`src/design/mtdv_ram.sv`:
```
// Generic single-write, single-read RAM with registered read data.
module mtdv_ram #(
  parameter int WIDTH = 8,
  parameter int DEPTH = 16
) (
  input  logic                     clk,
  input  logic                     we,
  input  logic [$clog2(DEPTH)-1:0] waddr,
  input  logic [WIDTH-1:0]         wdata,
  input  logic [$clog2(DEPTH)-1:0] raddr,
  output logic [WIDTH-1:0]         rdata
);
  logic [WIDTH-1:0] mem [DEPTH];

  always_ff @(posedge clk) begin
    if (we) begin
      mem[waddr] <= wdata;
    end
    rdata <= mem[raddr];
  end
endmodule

```
`config.mk`:
```
export PLATFORM = sky130hd
export DESIGN_NAME = mtdv_ram
export DESIGN_NICKNAME = d
export VERILOG_FILES = /design/src/design/mtdv_ram.sv
export SDC_FILE = /design/constraint.sdc
export NUM_CORES = 1
export LEC_CHECK = 0
export BUFFER_PORTS_ARGS = -buffer_cell sky130_fd_sc_hd__buf_2
export CAP_MARGIN = 20
export CELL_PAD_IN_SITES_DETAIL_PLACEMENT = 2
export CELL_PAD_IN_SITES_GLOBAL_PLACEMENT = 2
export CORE_ASPECT_RATIO = 2
export CORE_MARGIN = 2
export CORE_UTILIZATION = 43
export DETAILED_ROUTE_END_ITERATION = 12
export PLACE_DENSITY = 0.82
export SLEW_MARGIN = 20
export SYNTH_ARGS = -nofsm -noshare
export SYNTH_HDL_FRONTEND = slang
export SYNTH_SLANG_ARGS = --single-unit
```
`constraint.sdc`:
```
create_clock -name clk -period 2.2 [get_ports clk]
set_input_delay 0.66 -clock clk [delete_from_list [all_inputs] [get_ports clk]]
set_output_delay 0.66 -clock clk [all_outputs]
set_load 0.01 [all_outputs]
```
==> metrics.md, run 1 <==
| Metric | Value |
|---|---|
| CP startpoint kind | `input pin` |
| Average detailed-routed wire length per instance | `28.24 um` |
| Netlist cell types | `19` |
| Max clock buf depth | `2` |
| Critical path startpoint | `raddr[0]` |
| Final cycle utilization of the critical path | `0.7613` |
| Synthesized Nets | `~250` |
| Setup repair after global routing missed its margin | `no` |
| CTS root buffer | `sky130_fd_sc_hd__clkbuf_16` |
| Layout fillers | `988` |
| Worst clock skew | `0.006735 ns` |
| Buffers inserted by post-CTS timing repair | `0` |
| Final Max Tran Viols | `0` |
| X dimension of the die | `a little over 80 um` |
| Internal power component | `~4.7 mW` |
| Wire length of the first global-routing pass | `~19 mm` |
| Post-DRT Antenna Nets | `0` |
| Total CTS buffers | `17` |
| Setup TNS | `0 ns` |
| Hold/Removal Path Class | `input pin to flop` |
| Count of hold buffers inserted by post-cts repair | `0` |
| Last weighted congestion value of the routability-driven placer | `0.7425` |
| Sequential cell area in the final layout | `4004 sq um` |
| Worst Path Buf+Inv | `2` |
| Delay of the slowest cell on the worst path | `around 0.63 ns` |
| Critical path data required time | `2.50 ns` |
| Final Hold Viols | `0` |
| DRC violations left | `0` |
| Number of global-route vias before repair | `around 2800` |
| Proportion of layout cells with a drive suffix above 1 | `0.3244` |
| Chip Height | `158.7 um` |
| Most used cells in the layout excluding fill and tap cells | `sky130_fd_sc_hd__edfxtp_1, sky130_fd_sc_hd__buf_2, sky130_fd_sc_hd__buf_4` |
| Post-layout nets | `approximately 300` |
| Total standard cell area after synthesis | `5147 sq um` |
| Power share of the sequential group | `0.483` |
| Cell type group with the largest total delay on the critical path | `multiplexers` |
| Aggregate global routing overflow | `0` |
| Number of iterations in the first detailed-routing pass | `4` |
| Via count of the routed design | `2512` |
| Reg-to-reg startpoint | `mem[2][2]$_DFFE_PP_` |
| Port-buffer cells | `25` |
| Number of vias per cell | `5.658` |
| Max transition margin | `0.6948` |
| Static Leak | `2.115 nW` |
| Maximum number of pins on one net before global-route repair | `26` |
| Final Instance Area | `6157 sq um` |
| Die Area | `12920 sq um` |
| Category of the critical setup timing path | `input pin to flop` |
| Maximum operating frequency | `597.1 MHz` |
| Most frequent standard cell in the layout excluding fill and tap cells | `sky130_fd_sc_hd__edfxtp_1` |
| Number of DRC violations after detailed-routing iteration 0 | `around 240` |
| Sequential-to-total area share from yosys stat | `0.7778` |
| Initial Util | `0.4399` |
| Global-route total usage across every layer | `0.2162` |
| Clock-pin slew on the worst setup and hold paths | `0.06 ns` |
| Maximum level of the CTS H-tree | `4` |
| Wire length after detailed routing | `12.54 mm` |
| Cell breakdown of the critical path | `buf_2 -> buf_12 -> mux4_1 -> a22oi_1 -> nand2_1` |
| Worst-case vdd ir drop | `around 0.00066 V` |
| Ant. Diodes | `0` |
| Shortest clock period the worst path allows after layout | `1.675 ns` |
| Maximum fanout along the worst path | `24` |
| Clock sink count | `136` |
| Synthesis-to-layout area growth | `19.62%` |
| Average instance area after synthesis | `about 22 sq um` |
| Fraction of power consumed by combinational cells | `0.048` |
| Number of instances resized during post-cts repair | `0` |
| Synth Register Bits | `about 140` |
| NetSw | `1.328 mW` |
| Core ar. | `roughly 12000 sq um` |
| Placement row count | `56` |
| Slew at the pin with the worst max-slew slack | `0.4578 ns` |
| Result of the run | `finished, final reports clean` |
| Footprint of the multi-input gates | `1057 sq um` |
| Max Cap Viol | `0` |
| Type of element capturing the critical path | `flop` |
| Initial antenna violation count | `0` |
| TritonCTS clock tree | `yes` |
| Number of endpoints failing setup at the final stage | `0` |
| Power Density | `980.7 nW/um^2` |
| Switching share of total power | `0.2199` |
| Clock network latency to the later pin of the worst-skew pair | `roughly 0.4 ns` |
| Cell count after synthesis | `229` |
| Share of power burned in the clock network | `0.469` |
| Cell with the largest stage delay on the worst path | `sky130_fd_sc_hd__mux4_1` |
| Count of warnings emitted by yosys | `0` |
| IO Pins | `26` |
| Area after DPL | `5565 sq um` |
| HPWL after DPL | `8.229 mm` |
| Arr. time, crit path | `1.97 ns` |
| Min-delay src | `wdata[7]` |
==> metrics by stage <==
| stage | power (mW) | setup WS (ns) | std cells | util | hold slack, ns |
|---|---|---|---|---|---|
| floorplan | 3.118 | 0.04713 | 229 | - | 0.6293 |
| global placement | 3.237 | 0.1868 | 412 | 0.4756 | 0.6557 |
| detailed placement | 3.264 | 0.1062 | 412 | 0.4756 | 0.6725 |
| CTS | 6.105 | 0.5170 | 444 | 0.5262 | 0.6209 |
| global route | 6.204 | 0.4387 | 444 | 0.5262 | 0.6350 |
| finish | 6.038 | 0.5252 | 444 | 0.5262 | 0.6387 |
==> synth_stat cells <==
master	instances	share of area
sky130_fd_sc_hd__edfxtp_1	128	0.75
sky130_fd_sc_hd__mux4_2	18	0.079
sky130_fd_sc_hd__a22oi_1	16	0.023
sky130_fd_sc_hd__mux4_1	14	0.071
sky130_fd_sc_hd__nor2_1	13	0.0095
sky130_fd_sc_hd__nand2_1	9	0.0066
sky130_fd_sc_hd__dfxtp_1	8	0.031
sky130_fd_sc_hd__nor3_1	4	0.0039
sky130_fd_sc_hd__buf_2	3	0.0029
sky130_fd_sc_hd__buf_6	3	0.0066
sky130_fd_sc_hd__clkdlybuf4s25_2	3	0.0058
sky130_fd_sc_hd__nand2b_1	2	0.0024
sky130_fd_sc_hd__nand3b_1	2	0.0029
sky130_fd_sc_hd__and2_1	1	0.0012
sky130_fd_sc_hd__and2b_1	1	0.0015
sky130_fd_sc_hd__buf_4	1	0.0015
sky130_fd_sc_hd__nand3_1	1	0.00097
sky130_fd_sc_hd__nor2b_1	1	0.0012
sky130_fd_sc_hd__or3b_2	1	0.0017
==> flip-flops by register name (all words and copies together) (netlist names) <==
name and count:
mem 128, rdata 8
==> power groups by stage <==
stage / sequential [mW] / clock (mW) / combinational (mW)
finish: 2.92 / 2.83 / 0.291
global route: 2.92 / 2.97 / 0.317
CTS: 2.92 / 2.89 / 0.298
detailed placement: 2.97 / 0 / 0.293
global placement: 2.96 / 0 / 0.273
floorplan: 2.97 / 0 / 0.147
==> path summary, 6_finish.rpt <==
| check | endpoint | slack [ns] | depth (start not counted) |
|---|---|---|---|
| min reg2reg | rdata[7]$_DFF_P_ | 0.68 | 3 |
| max | rdata[1]$_DFF_P_ | 0.53 | 5 |
| min | mem[3][7]$_DFFE_PP_ | 0.64 | 1 |
| max reg2reg | rdata[2]$_DFF_P_ | 0.81 | 3 |
==> cell type report <==
| class | instances | share of cell area |
|---|---|---|
| clock buffer | 17 | 0.06909 |
| timing repair buffer | 48 | 0.05243 |
| multi-input combinational | 83 | 0.1717 |
| tap | 145 | 0.02947 |
| clock inverter | 15 | 0.02703 |
| sequential | 136 | 0.6503 |
==> worst register-to-register path, stage by stage (launching register included) <==
cell and delay (ns):
sky130_fd_sc_hd__edfxtp_1 0.40, sky130_fd_sc_hd__mux4_1 0.53, sky130_fd_sc_hd__a22oi_1 0.24, sky130_fd_sc_hd__nand2_1 0.10
==> per-layer routing <==
metal	vias to the layer above	share of wire	track usage
met4	0	0.021	0.09168
li1	1087	-	-
met2	58	0.56	0.3607
met1	1353	0.39	0.2721
met5	-	0	0
met3	14	0.023	0.03693
==> kinds of logic after synthesis <==
logic type	Yosys count	synth area share
buf+inv	10	0.01677
flops	136	0.7778
simple gates	35	0.03184
compound gates	16	0.02334
mux	32	0.1502
No activity file was read; power rests on OpenSTA's default activity.
==> run 2, diff against run 1 <==
--- a/config.mk
+++ b/config.mk
@@ -5,13 +5,14 @@
 export SDC_FILE = /design/constraint.sdc
 export NUM_CORES = 1
 export LEC_CHECK = 0
+export ABC_AREA = 1
 export BUFFER_PORTS_ARGS = -buffer_cell sky130_fd_sc_hd__buf_2
 export CAP_MARGIN = 20
 export CELL_PAD_IN_SITES_DETAIL_PLACEMENT = 2
 export CELL_PAD_IN_SITES_GLOBAL_PLACEMENT = 2
 export CORE_ASPECT_RATIO = 2
 export CORE_MARGIN = 2
-export CORE_UTILIZATION = 43
+export CORE_UTILIZATION = 36
 export DETAILED_ROUTE_END_ITERATION = 12
 export PLACE_DENSITY = 0.82
 export SLEW_MARGIN = 20
==> constraint.sdc (replaced) <==
create_clock -name clk -period 1.43 [get_ports clk]
set_input_delay 0.429 -clock clk [delete_from_list [all_inputs] [get_ports clk]]
set_output_delay 0.429 -clock clk [all_outputs]
set_load 0.01 [all_outputs]
==> run 2 against run 1 <==
Net effect: combinational power increased by 130%; flip-flop and latch count unchanged; synthesized cell count increased by 140%; global-route usage increased by 1.2 points; clock power increased by 83%; register-to-register slack got worse by 0.60 ns; first-iteration DRC count decreased by 14%; hold slack got worse by 0.26 ns; via count increased by 63%; sequential power increased by 54%; cell area increased by 15%; worst setup slack got worse by 0.46 ns.
==> metrics.md, run 2 <==
| Metric | Value |
|---|---|
| Result of the run | `finished, final reports clean (unchanged)` |
| Power Density | `1461 nW/um^2 (was 980.7 nW/um^2)` |
| Top post-synthesis cells by count | `sky130_fd_sc_hd__nand2_1, sky130_fd_sc_hd__edfxtp_1, sky130_fd_sc_hd__inv_1, sky130_fd_sc_hd__nand3_1, sky130_fd_sc_hd__nor2_1 (was sky130_fd_sc_hd__edfxtp_1, sky130_fd_sc_hd__mux4_2, sky130_fd_sc_hd__a22oi_1, sky130_fd_sc_hd__mux4_1, sky130_fd_sc_hd__nor2_1)` |
| Clock sink count | `136 (unchanged)` |
| Final Max Tran Viols | `0 (unchanged)` |
| Depth of the worst register-to-register path | `6 (was 3)` |
| Proportion of layout cells with a drive suffix above 1 | `0.1573 (was 0.3244)` |
| Count of warnings emitted by yosys | `0 (unchanged)` |
| Maximum level of the CTS H-tree | `4 (unchanged)` |
| Min-delay src | `raddr[3] (was wdata[7])` |
| Worst clock skew | `0.01388 ns (was 0.006735 ns)` |
| Type of element capturing the critical path | `output port (was flop)` |
| Sequential-to-total area share from yosys stat | `0.6943 (was 0.7778)` |
| Total standard cell area after synthesis | `5767 sq um (was 5147 sq um)` |
| Die Area | `17110 sq um (was 12920 sq um)` |
| Number of synthesized flops with an enable pin | `128 (unchanged)` |
| Placement row count | `65 (was 56)` |
| Average detailed-routed wire length per instance | `21.66 um (was 28.24 um)` |
| Initial Util | `0.3674 (was 0.4399)` |
| Last weighted congestion value of the routability-driven placer | `0.8130 (was 0.7425)` |
| Reg-to-reg startpoint | `mem[4][7]$_DFFE_PP_ (was mem[2][2]$_DFFE_PP_)` |
| Most used DFF post-synth | `sky130_fd_sc_hd__edfxtp_1 (unchanged)` |
| Setup TNS | `0 ns (unchanged)` |
| Number of DRC violations after detailed-routing iteration 0 | `202 (was 235)` |
| Aggregate global routing overflow | `0 (unchanged)` |
| Port-buffer cells | `25 (unchanged)` |
| Registers with the most flip-flops | `mem (128), rdata (8) (unchanged)` |
| Core ar. | `15700 sq um (was 11700 sq um)` |
| Via count of the routed design | `4087 (was 2512)` |
| Cell type group with the largest total delay on the critical path | `flip-flops (was multiplexers)` |
| Global-route total usage across every layer | `0.2282 (was 0.2162)` |
| Area share of the largest cell type after synthesis | `0.6665 (was 0.7467)` |
| Count of hold buffers inserted by post-cts repair | `0 (unchanged)` |
| Most used cells in the layout excluding fill and tap cells | `sky130_fd_sc_hd__nand2_1, sky130_fd_sc_hd__edfxtp_1, sky130_fd_sc_hd__inv_1 (was sky130_fd_sc_hd__edfxtp_1, sky130_fd_sc_hd__buf_2, sky130_fd_sc_hd__buf_4)` |
| Cell breakdown of the critical path | `buf_2 (was buf_2 -> buf_12 -> mux4_1 -> a22oi_1 -> nand2_1)` |
| Number of global-route vias before repair | `4711 (was 2812)` |
| Worst-case register-to-register setup slack | `0.21 ns (was 0.81 ns)` |
| IO Pins | `26 (unchanged)` |
| Cell with the most instances after synthesis | `sky130_fd_sc_hd__nand2_1 (was sky130_fd_sc_hd__edfxtp_1)` |
| Worst hold-check slack | `0.3779 ns (was 0.6387 ns)` |
| Async SR Flop Fraction | `0 (unchanged)` |
| Average instance area after synthesis | `10.47 sq um (was 22.48 sq um)` |
| Max transition margin | `0.7138 (was 0.6948)` |
| DRC violations left | `0 (unchanged)` |
| Maximum operating frequency | `730.8 MHz` |
| Max reg flops | `128 (unchanged)` |
| Worst-case vdd ir drop | `0.001085 V (was 0.0006625 V)` |
| TritonCTS clock tree | `yes (unchanged)` |
| CP startpoint kind | `flop (was input pin)` |
| Arr. time, crit path | `0.94 ns (was 1.97 ns)` |
| Category of the critical setup timing path | `flop to output port (was input pin to flop)` |
| Register bank with the most flops | `mem (unchanged)` |
| Post-DRT Antenna Nets | `0 (unchanged)` |
| Shortest clock period the worst path allows after layout | `1.368 ns` |
| Leading area contributor after synthesis | `sky130_fd_sc_hd__edfxtp_1 (unchanged)` |
| Clock-pin slew on the worst setup and hold paths | `0.07 ns (was 0.06 ns)` |
| Initial antenna violation count | `0 (unchanged)` |
| Static Leak | `3.087 nW (was 2.115 nW)` |
| Cell types occupying the most area after synthesis | `sky130_fd_sc_hd__edfxtp_1, sky130_fd_sc_hd__nand2_1, sky130_fd_sc_hd__nand3_1, sky130_fd_sc_hd__inv_1, sky130_fd_sc_hd__dfxtp_1 (was sky130_fd_sc_hd__edfxtp_1, sky130_fd_sc_hd__mux4_2, sky130_fd_sc_hd__mux4_1, sky130_fd_sc_hd__dfxtp_1, sky130_fd_sc_hd__a22oi_1)` |
| Layout fillers | `1616 (was 988)` |
| Total CTS buffers | `17 (unchanged)` |
| Post-layout nets | `628 (was 304)` |
| Hold-critical path depth | `3 (was 1)` |
| Maximum number of pins on one net before global-route repair | `36 (was 26)` |
| Hold endpoint | `rdata[1]$_DFF_P_ (was mem[3][7]$_DFFE_PP_)` |
| Delay of the slowest cell on the worst path | `0.36 ns (was 0.63 ns)` |
| Max Cap Viol | `0 (unchanged)` |
| Cell count after synthesis | `551 (was 229)` |
| Number of vias per cell | `4.960 (was 5.658)` |
| Setup repair after global routing missed its margin | `no (unchanged)` |
| Max clock buf depth | `2 (unchanged)` |
| Total design power | `10.32 mW (was 6.038 mW)` |
| Synthesized Nets | `569 (was 247)` |
| Clock network latency to the later pin of the worst-skew pair | `0.44 ns (was 0.41 ns)` |
| Final cycle utilization of the critical path | `0.9569` |
| Wire length after detailed routing | `17.85 mm (was 12.54 mm)` |
| Netlist cell types | `12 (was 19)` |
| Capture instance of the worst register-to-register path | `rdata[7]$_DFF_P_ (was rdata[2]$_DFF_P_)` |
| Chip Height | `183.0 um (was 158.7 um)` |
| Maximum fanout along the worst path | `1 (was 24)` |
| Worst Path Buf+Inv | `1 (was 2)` |
| Synthesis-to-layout area growth | `22.50% (was 19.62%)` |
| Hold/Removal Path Class | `input pin to flop (unchanged)` |
| Most frequent standard cell in the layout excluding fill and tap cells | `sky130_fd_sc_hd__nand2_1 (was sky130_fd_sc_hd__edfxtp_1)` |
| Number of endpoints failing setup at the final stage | `0 (unchanged)` |
| Critical path data required time | `1.00 ns (was 2.50 ns)` |
| Slew at the pin with the worst max-slew slack | `0.4293 ns (was 0.4578 ns)` |
| Number of iterations in the first detailed-routing pass | `5 (was 4)` |
| Final Hold Viols | `0 (unchanged)` |
| Synth Register Bits | `136 (unchanged)` |
| Ant. Diodes | `0 (unchanged)` |
| X dimension of the die | `93.50 um (was 81.37 um)` |
| Wire length of the first global-routing pass | `27.86 mm (was 18.83 mm)` |
| CTS root buffer | `sky130_fd_sc_hd__clkbuf_16 (unchanged)` |
| HPWL after DPL | `12.15 mm (was 8.229 mm)` |
| Cell with the largest stage delay on the worst path | `sky130_fd_sc_hd__dfxtp_1 (was sky130_fd_sc_hd__mux4_1)` |
[run 2: logic make-up (layout without fill, tap and decap cells)]
| family | count (synthesis) | count (layout) | synth area share |
|---|---|---|---|
| DFF | 136 | 136 | 0.6943 |
| and+or+nand+nor | 289 | 289 | 0.2105 |
| buffers and inverters | 126 | 198 | 0.09525 |
[run 2: area by class of cell]
class	instances	area, sq um	area share
sequential	136	4005	0.5669
multi-input combinational	289	1214	0.1718
timing repair buffer	64	518.0	0.07333
clock buffer	19	442.9	0.06270
inverter	102	382.9	0.05420
tap	201	251.5	0.03560
clock inverter	13	250.2	0.03542
[run 2: per-stage QoR]
step | setup WS [ns] | instance area [sq um] | instances | utilization
after floorplan | 0.05016 | 5767 | 551 | -
after global placement | -0.2128 | 6370 | 792 | 0.4058
after detailed placement | -0.2845 | 6370 | 792 | 0.4058
after CTS | 0.005497 | 7064 | 824 | 0.4501
after global routing | 0.01271 | 7064 | 824 | 0.4501
final | 0.06164 | 7064 | 824 | 0.4501
[run 2: worst min-delay path: cells and delay by family]
kind | cells | cell delay, ns
AND/OR/NAND/NOR | 2 | 0.16
buffers and inverters | 1 | 0.18
[run 2: power by group]
part,switching [mW],internal (mW)
logic,0.444,0.213
clock network,1.69,3.48
registers,0.0337,4.46
total,2.17,8.16
[run 2: metal layers]
metal	up-vias	global-route usage	part of all wire
li1	1893	-	-
met4	0	0.1018	0.040
met3	38	0.04108	0.024
met2	81	0.4256	0.57
met5	-	0	0
met1	2075	0.2442	0.37
[run 2: worst max-delay path by stage]
| stage | start | end | slack, ns | depth (start not counted) |
|---|---|---|---|---|
| 2_1_floorplan | waddr[3] | mem[4][0]$_DFFE_PP_ | 0.05 | 2 |
| 3_3_place_gp | raddr[0] | rdata[7]$_DFF_P_ | -0.21 | 8 |
| 3_5_place_dp | raddr[0] | rdata[7]$_DFF_P_ | -0.28 | 8 |
| 4_1_cts | rdata[2]$_DFF_P_ | rdata[2] | 0.005 | 1 |
| 5_1_grt | rdata[2]$_DFF_P_ | rdata[2] | 0.01 | 1 |
| 6_report | rdata[2]$_DFF_P_ | rdata[2] | 0.06 | 1 |
[run 2: repair_timing]
action,CTS,global route
resized for setup,1,0
endpoints found under the hold margin,0,0
setup buffers,0,0
setup endpoints to repair,1,0
